**src/rrm_udiv.sv**
```systemverilog
module rrm_udiv (
	input  logic        clk,
	input  logic        en,
	input  logic [31:0] mag,
	input  logic [31:0] den,
	output logic [30:0] quo
);

	// Computes (mag << 30) / den for mag <= den, two quotient bits per stage.
	localparam int STEPS  = 2;
	localparam int STAGES = 32 / STEPS;

	logic [31:0] rem_s [STAGES+1];
	logic [31:0] num_s [STAGES+1];
	logic [31:0] quo_s [STAGES+1];
	logic [31:0] den_s [STAGES+1];

	assign rem_s[0] = {2'b00, mag[31:2]};
	assign num_s[0] = {mag[1:0], 30'd0};
	assign quo_s[0] = '0;
	assign den_s[0] = den;

	for (genvar g = 0; g < STAGES; g++) begin : g_stage
		logic [31:0] rem_n;
		logic [31:0] num_n;
		logic [31:0] quo_n;

		always_comb begin : step
			logic [32:0] r;
			logic [31:0] nb;
			logic [31:0] q;
			r = {1'b0, rem_s[g]};
			nb = num_s[g];
			q = quo_s[g];
			for (int j = 0; j < STEPS; j++) begin
				r = {r[31:0], nb[31]};
				if (r >= {1'b0, den_s[g]}) begin
					r = r - {1'b0, den_s[g]};
					q = {q[30:0], 1'b1};
				end else begin
					q = {q[30:0], 1'b0};
				end
				nb = {nb[30:0], 1'b0};
			end
			rem_n = r[31:0];
			num_n = nb;
			quo_n = q;
		end

		always_ff @(posedge clk) begin
			if (en) begin
				rem_s[g+1] <= rem_n;
				num_s[g+1] <= num_n;
				quo_s[g+1] <= quo_n;
				den_s[g+1] <= den_s[g];
			end
		end
	end

	assign quo = quo_s[STAGES][30:0];

endmodule

```
**config.mk**
```make
export PLATFORM = sky130hd
export DESIGN_NAME = rrm_udiv
export DESIGN_NICKNAME = d
export VERILOG_FILES = /design/src/rrm_udiv.sv
export SDC_FILE = /design/constraint.sdc
export NUM_CORES = 2
export LEC_CHECK = 0
export BUFFER_PORTS_ARGS = -buffer_cell sky130_fd_sc_hd__buf_2
export CAP_MARGIN = 20
export CORE_MARGIN = 2
export CORE_UTILIZATION = 59
export CTS_CLUSTER_DIAMETER = 50
export DETAILED_ROUTE_END_ITERATION = 16
export PLACE_DENSITY = 0.78
export SYNTH_ARGS = -nofsm -noshare
export SYNTH_HDL_FRONTEND = slang
export SYNTH_SLANG_ARGS = --single-unit
```
**constraint.sdc**
```tcl
create_clock -name clk -period 7.2 [get_ports clk]
set_input_delay 1.44 -clock clk [delete_from_list [all_inputs] [get_ports clk]]
set_output_delay 1.44 -clock clk [all_outputs]
set_load 0.02 [all_outputs]
```
==> qor.csv <==
metric;value;unit
outcome;finished, final reports clean;
cap_violations;0;
synth-seq-area-share;37.2;%
gp_congestion;0.979;
cts_buffer_depth;3;
reg2reg_slack;0.25;ns
syn-cell-area;98200;um^2
min_path_cells;0;
dieArea;170000;um^2
htree_num_levels;4;
ios;97;
die_h;412;um
hold_viol;0;
synthArstFlopShare;0;%
grt_pass1_vias;76900;
clock-root-buffer;clkbuf_16;
cts_sinks;1216;
antenna_found_initial;7;
cts.clk_slew.worst_paths;0.06;ns
gr-total-overflow;0;
first_iter_violations;6361;
holdWs;0.410;ns
clock.fmax;0.144;GHz
register_area;36500;um^2
synth_cells;9979;
drc;0;
coreArea;165000;um^2
cp_max_fo;32;
synth-seq-cells;1216;
fin_nets;11300;
syn2layout_area_growth;9.96;%
final_antenna_net_count;0;
port_buffers;96;
vias;78400;
synthDistinctLibCells;104;
hold_path_class;reg2reg;
dp_hpwl;216000;um
cts_buffers;154;
cts_hold_buf;0;
required;7.74;ns
synth_warnings;0;
arrival;7.49;ns
syn_avg_cell_area;9.84;um^2
rows;149;
period_share;96.5;%
drive_above_1_share;12.5;%
skew;0.0394;ns
synth_edf_count;1216;
slew_headroom;28.8;%
multiInputGateArea;58000;um^2
wl;273000;um
critPathCaptureType;flip-flop;
wl_per_cell;21.7;um
worst_pin_slew;1.07;ns
crit_type;reg2reg;
cts_tree;built;
critPathLaunchType;flip-flop;
syn_nets;11100;
gr-usage-all-layers;31.4;%
maxSlewViolCount;0;
die-width;412;um
ys.flop_type;edfxtp_1;
setup_viol;0;
via_per_inst;6.24;
fin_area;108000;um^2
grt_start_max_net_pins;197;
drt-pass1-iter-count;6;
fin_crit;6.95;ns
rsz0062_at_grt;no;
fill_cells;13300;
place_area;103000;um^2
clk_latency;0.84;ns
initial_core_util;59.4;%
rr_worst_depth;25;
grt_pass1_wl;420000;um
final_core_util;65.4;%
==> metrics by stage <==
| step | cells | setup TNS (ns) | worst slack [ns] |
|---|---|---|---|
| 6_report | 12600 | 0 | 0.249 |
| 5_1_grt | 12600 | 0 | 0.00601 |
| 4_1_cts | 12600 | 0 | 0.151 |
| 3_5_place_dp | 12300 | 0 | 0.0185 |
| 3_3_place_gp | 12300 | -0.980 | -0.0812 |
| 2_1_floorplan | 9979 | 0 | 0.124 |
==> metal layers <==
metal	global-route usage (%)	routed length, um	vias to the layer above
met5	0	56	-
met2	55.1	134000	2640
met1	37.6	108000	37300
met4	16.6	15800	8
li1	-	-	37700
met3	3.71	14900	769
==> synth_stat cells, drive strengths merged, types with 106 or more instances <==
library cell	number	area, um^2
o21ai	537	2700
mux2	611	6980
nand2	583	2190
a21o	533	4000
clkbuf	119	447
nand4	127	795
nand2b	106	663
nor3	150	766
o21bai	149	1120
ha	1008	12600
nand3	194	971
edfxtp	1216	36500
inv	797	2990
nor2	675	2530
a21oi	927	4660
o21a	155	1160
nor2b	115	724
xnor2	583	5110
xor2	235	2060
==> final timing paths <==
check,startpoint,to
hold / removal,quo_s[82],quo_s[52]
setup / recovery,den_s[353],rem_s[329]
hold reg to reg,quo_s[82],quo_s[52]
setup reg to reg,den_s[353],rem_s[329]
==> cells by family after synthesis <==
group           after synthesis  share of synthesized area [%]
fa+ha+maj                  1025                           13.2
buf+inv                     992                           3.94
flops                      1216                           37.2
simple gates               2286                           11.1
compound gates             2991                           19.7
mux                         651                           7.52
xor+xnor                    818                           7.30
==> worst max-delay path: stages (launching register included) <==
cell,delay (ns)
edfxtp_1,0.50
inv_1,0.19
ha_1,0.27
nor2b_1,0.15
o31a_1,0.27
o31ai_2,0.27
a21boi_1,0.17
o21ai_0,0.34
a21oi_1,0.18
o21ai_1,0.31
nand2_1,0.09
buf_4,0.23
mux2_2,0.34
ha_1,0.38
nand4_1,0.17
nor2_1,0.08
nand2_1,0.08
nor2_1,0.09
a21boi_0,0.16
or4_1,0.68
and3_1,0.24
a2111oi_2,0.38
nor2_1,0.14
nor3_4,0.23
buf_12,0.25
mux2_2,0.44
==> area by class of cell <==
| cell class | count | area share [%] |
|---|---|---|
| clock buffers | 171 | 3.63 |
| flip-flops and latches | 1216 | 33.8 |
| diodes | 1 | 0.00232 |
| well taps | 2189 | 2.54 |
| inverters | 797 | 2.77 |
| clock inverters | 109 | 1.22 |
| multi-input cells | 7771 | 53.7 |
| repair buffers | 312 | 2.27 |
==> cell usage in the layout (no fill, tap or decap), types with 23 or more instances in the layout <==
cell / Yosys / routed
a211o_1: 32 / 32
a211oi_1: 76 / 75
a21boi_0: 38 / 37
a21o_1: 533 / 533
a21oi_1: 922 / 922
a221oi_1: 25 / 25
a31o_2: 30 / 30
a31oi_1: 93 / 91
and2_1: 54 / 54
and3_1: 81 / 81
and4_1: 28 / 28
buf_12: 3 / 27
buf_2: 52 / 95
buf_4: 7 / 188
clkbuf_16: 0 / 154
edfxtp_1: 1216 / 1216
ha_1: 1008 / 1007
inv_1: 790 / 790
mux2_2: 570 / 570
mux2_4: 27 / 27
mux2i_1: 40 / 38
nand2_1: 583 / 582
nand2b_1: 106 / 106
nand3_1: 194 / 194
nand4_1: 127 / 127
nor2_1: 675 / 675
nor2b_1: 113 / 112
nor3_1: 147 / 147
nor4_1: 34 / 34
o211ai_1: 51 / 51
o21a_1: 154 / 154
o21ai_0: 521 / 520
o21bai_1: 149 / 149
o31a_1: 28 / 28
o31ai_1: 82 / 77
or2_2: 23 / 23
or3_1: 55 / 55
xnor2_1: 583 / 583
xor2_1: 235 / 235
==> sequential cells by signal, summed over array words and instances, names as in the netlist <==
| register | cells |
|---|---|
| den_s | 480 |
| quo | 31 |
| quo_s | 225 |
| rem_s | 480 |
==> timing repair <==
item,in CTS,in global routing
setup buffers,0,12
endpoints found under the setup margin,0,291
endpoints found under the hold margin,0,0
resized for setup,0,24
Power is not shown: default switching activity piles up to over one toggle a cycle in this logic, so the estimate is an artifact.
