`src/rrm_isqrt.sv`:
```
module rrm_isqrt (
	input  logic        clk,
	input  logic        en,
	input  logic [63:0] s,
	output logic [31:0] root
);

	// Two result bits per stage, sixteen stages.
	localparam int STEPS  = 2;
	localparam int STAGES = 32 / STEPS;

	logic [63:0] rad_s  [STAGES+1];
	logic [33:0] rem_s  [STAGES+1];
	logic [31:0] root_s [STAGES+1];

	assign rad_s[0]  = s;
	assign rem_s[0]  = '0;
	assign root_s[0] = '0;

	for (genvar g = 0; g < STAGES; g++) begin : g_stage
		logic [63:0] rad_n;
		logic [33:0] rem_n;
		logic [31:0] root_n;

		always_comb begin : step
			logic [35:0] r;
			logic [33:0] trial;
			logic [31:0] q;
			logic [63:0] b;
			r = {2'b00, rem_s[g]};
			q = root_s[g];
			b = rad_s[g];
			for (int j = 0; j < STEPS; j++) begin
				r = {r[33:0], b[63:62]};
				trial = {q, 2'b01};
				if (r >= {2'b00, trial}) begin
					r = r - {2'b00, trial};
					q = {q[30:0], 1'b1};
				end else begin
					q = {q[30:0], 1'b0};
				end
				b = {b[61:0], 2'b00};
			end
			rad_n  = b;
			rem_n  = r[33:0];
			root_n = q;
		end

		always_ff @(posedge clk) begin
			if (en) begin
				rad_s[g+1]  <= rad_n;
				rem_s[g+1]  <= rem_n;
				root_s[g+1] <= root_n;
			end
		end
	end

	assign root = root_s[STAGES];

endmodule

```
`config.mk`:
```
export PLATFORM = sky130hd
export DESIGN_NAME = rrm_isqrt
export DESIGN_NICKNAME = d
export VERILOG_FILES = /design/src/rrm_isqrt.sv
export SDC_FILE = /design/constraint.sdc
export NUM_CORES = 2
export LEC_CHECK = 0
export BUFFER_PORTS_ARGS = -buffer_cell sky130_fd_sc_hd__buf_4
export CORE_ASPECT_RATIO = 2
export CORE_MARGIN = 8
export CORE_UTILIZATION = 60
export CTS_CLUSTER_DIAMETER = 150
export DETAILED_ROUTE_END_ITERATION = 12
export PLACE_DENSITY_LB_ADDON = 0.1
export SYNTH_ARGS = -nofsm -noshare
export SYNTH_HDL_FRONTEND = slang
export SYNTH_SLANG_ARGS = --single-unit
```
`constraint.sdc`:
```
create_clock -name clk -period 10 [get_ports clk]
set_clock_uncertainty 0.1 [all_clocks]
set_input_delay 1.5 -clock clk [delete_from_list [all_inputs] [get_ports clk]]
set_output_delay 1.5 -clock clk [all_outputs]
set_load 0.03 [all_outputs]
```
==> out/metrics.csv <==
stage,metric,value,unit
place,placed_area,83900,sq um
synthesis,ys_types,102,
synthesis,synth-seq-area-share,0.458,
timing,slew_headroom,0.155,
cells_and_area,final_cells,10000,
worst_hold_path,min_from,g_stage[7].rad_n[34]$_DFFE_PP_,
clocking,clock_latency,750,ps
clocking,clkTransAtPathRegs,70,ps
setup_path,crit_required,10370,ps
global_routing,grt.total_usage,0.326,
cells_and_area,stdcell_area,87800,sq um
place,dp_slack,2030,ps
synthesis,synth_edf_count,1239,
clocking,ctsHoldBuffers,0,
synthesis,muxShareOfSynthArea,0.0149,
status,status,finished clean,
job,max_cap_viol_count,0,
synthesis,synth_compound_area_frac,0.167,
clocking,cts_resized,0,
synthesis,ys_async_sr_fraction,0,
timing,slew_viol_final,0,
setup_path,r2r_start,root_s[98]$_DFFE_PP_,
clocking,cts_tree,yes,
setup_path,crit_arrival,8370,ps
clocking,cts_root_buf,clkbuf_16,
clocking,clock-sinks,1239,
synthesis,synthCells,8134,
setup_path,worstSetupPathType,reg2reg,
clocking,cts_buffers,109,
place,place.gp.congestion,1.07,
synthesis,yosysWarnings,0,
worst_hold_path,hp-class,reg2reg,
route,dr_total_vias,64300,
timing,fmax,125,MHz
cells_and_area,syn_to_final_growth,7.95,%
global_routing,grt_antenna_before_repair,5,
setup_path,cp_max_fo,44,
route,route.detailed.drc,0,
clocking,htree_levels,3,
setup_path,cp-startpoint,root_s[98]$_DFFE_PP_,
cells_and_area,final_cell_mix,"edfxtp_1 (1239), nand2_1 (719), nor2_1 (657)",
floorplanning,die-area,148000,sq um
power,finalPower,23.3,mW
synthesis,synth_top_family_by_area,compound AO/OA/AOI/OAI gates,
timing,hold_viol,0,
synthesis,ys.flop_type,edfxtp_1,
place,dp_hpwl,197000,um
setup_path,cpMaxStageDelayCell,or2_2,
power,p_per_area,266,nW/um^2
timing,rsz0062_at_grt,no,
synthesis,synth_area_leaders,"edfxtp_1 (46%), ha_1 (8.6%), xnor2_1 (5.1%), a21oi_1 (3.7%), nand2_1 (3.3%)",
floorplanning,coreArea,135000,sq um
floorplanning,die_x,276,um
timing,finalCritPeriodShare,0.799,
floorplanning,start_util,0.602,
synthesis,yosys.area.top_type,edfxtp_1,
setup_path,crit_chain,"inv_1, ha_1, nand2_1, a211oi_1, o21ai_0, a21oi_1, or2_2, inv_1, nand2_1, o21ai_0, ha_1, a21o_1, a21o_1, a21oi_1, o311ai_0, o21ai_0, nor3b_1, a21bo_2, a211oi_1, and4_1, buf_4, nand2b_1, nor2_1, xor2_1",
synthesis,synth_area,81300,sq um
timing,min_period,7990,ps
route,drtPass1Iterations,8,
synthesis,syn_area_per_cell,10.0,sq um
global_routing,grt-ovfl-total,0,
synthesis,synth-seq-cells,1239,
power,power.leakage,34.5,nW
cells_and_area,drive_above_1_share,0.0627,
synthesis,synth_top_area_share,0.458,
global_routing,grt_pass1_wl,373000,um
synthesis,synth-xor-area-share,0.0809,
setup_path,critPathMostFrequentCell,o21ai_0,
clocking,clockBufferDepth,3,
timing,tns,0,ps
setup_path,slowest_delay,760,ps
global_routing,grt_max_degree,186,
setup_path,cp-end-kind,flip-flop,
floorplanning,die_h,537,um
global_routing,grt_pass1_vias,64800,
cells_and_area,layout.nets,8801,
route,viasPerCell,6.42,
synthesis,synth-simple-area-share,0.160,
route,wire_per_inst,25.0,um
setup_path,start_kind,flip-flop,
timing,worstMarginPinSlew,1260,ps
route,drtIter0Drc,4612,
route,routed_wl,250000,um
place,portBuffers,97,
timing,finalWorstSetupSlack,2010,ps
power,ir_drop,223,uV
place,dp.cells,9803,
route,postRouteAntennaNets,0,
synthesis,synthAdderAreaFrac,0.0859,
floorplanning,placementRows,191,
clocking,post_cts_buffers,0,
cells_and_area,mostFrequentLayoutCell,edfxtp_1,
timing,setup_viol,0,
floorplanning,ios,98,
[per-stage QoR]
stage          hold WS (ps)  utilization
4_1_cts                 312        0.650
5_1_grt                 319        0.650
2_1_floorplan           300            -
3_5_place_dp            305        0.621
3_3_place_gp            300        0.621
6_report                314        0.650
[cells by family after synthesis]
| family | Yosys count |
|---|---|
| compound gates | 2110 |
| xor+xnor | 751 |
| fa+ha+maj | 558 |
| buf+inv | 720 |
| flops | 1239 |
| mux | 111 |
| other cells | 1 |
| simple gates | 2644 |
[sequential cells by signal, summed over array words and instances (netlist names)]
register	count
root_s	240
rem_s	487
root	32
rad_s	60
g_stage.rad_n	420
[path summary, 6_finish.rpt]
check / endpoint / slack (ps) / cells past startpoint
worst max-delay path: rem_s[98]$_DFFE_PP_ / 2010 / 24
worst min register to register: g_stage[8].rad_n[38]$_DFFE_PP_ / 310 / 0
worst min-delay path: g_stage[8].rad_n[38]$_DFFE_PP_ / 310 / 0
worst max register to register: rem_s[98]$_DFFE_PP_ / 2010 / 24
[synth_stat cells (all sizes together), types with 65 or more instances]
| cell | count |
|---|---|
| nor2 | 658 |
| a31oi | 65 |
| nand3 | 183 |
| edfxtp | 1239 |
| nor3 | 216 |
| ha | 558 |
| o21a | 77 |
| nand4 | 128 |
| a21o | 267 |
| o31ai | 85 |
| and3 | 71 |
| o21ai | 492 |
| inv | 501 |
| nor2b | 71 |
| clkbuf | 187 |
| nand2 | 719 |
| xor2 | 279 |
| a21oi | 603 |
| xnor2 | 472 |
| or3 | 86 |
| mux2 | 78 |
| nand2b | 92 |
| nor4 | 113 |
| o21bai | 70 |
[critical path: cells and delay by family (launching register included)]
kind	cells	cell delay (ps)
XOR/XNOR	1	140
AO/OA/AOI/OAI	11	2840
adder cells (fa/ha/maj)	2	660
buffers and inverters	3	1220
flip-flops	1	550
AND/OR/NAND/NOR	7	2220
[power by group]
group / switching (mW) / internal [mW]
clock network: 2.08 / 2.55
registers: 0.892 / 6.96
logic: 6.59 / 4.24
[metal layers]
metal	share of wire	global-route usage	up-vias
met4	0.11	0.293	2
met5	0.000052	0	-
met3	0.040	0.0393	989
met1	0.32	0.293	30700
met2	0.53	0.630	2316
li1	-	-	30300
[area by class of cell]
class	count	area (sq um)
diodes	8	20.0
clock buffers	124	2780
clock inverters	82	1130
fillers	10800	47200
inverters	501	1880
multi-input cells	6177	41400
flip-flops and latches	1239	37200
well taps	1737	2170
repair buffers	149	1180
(Power assumes the default switching activity.)
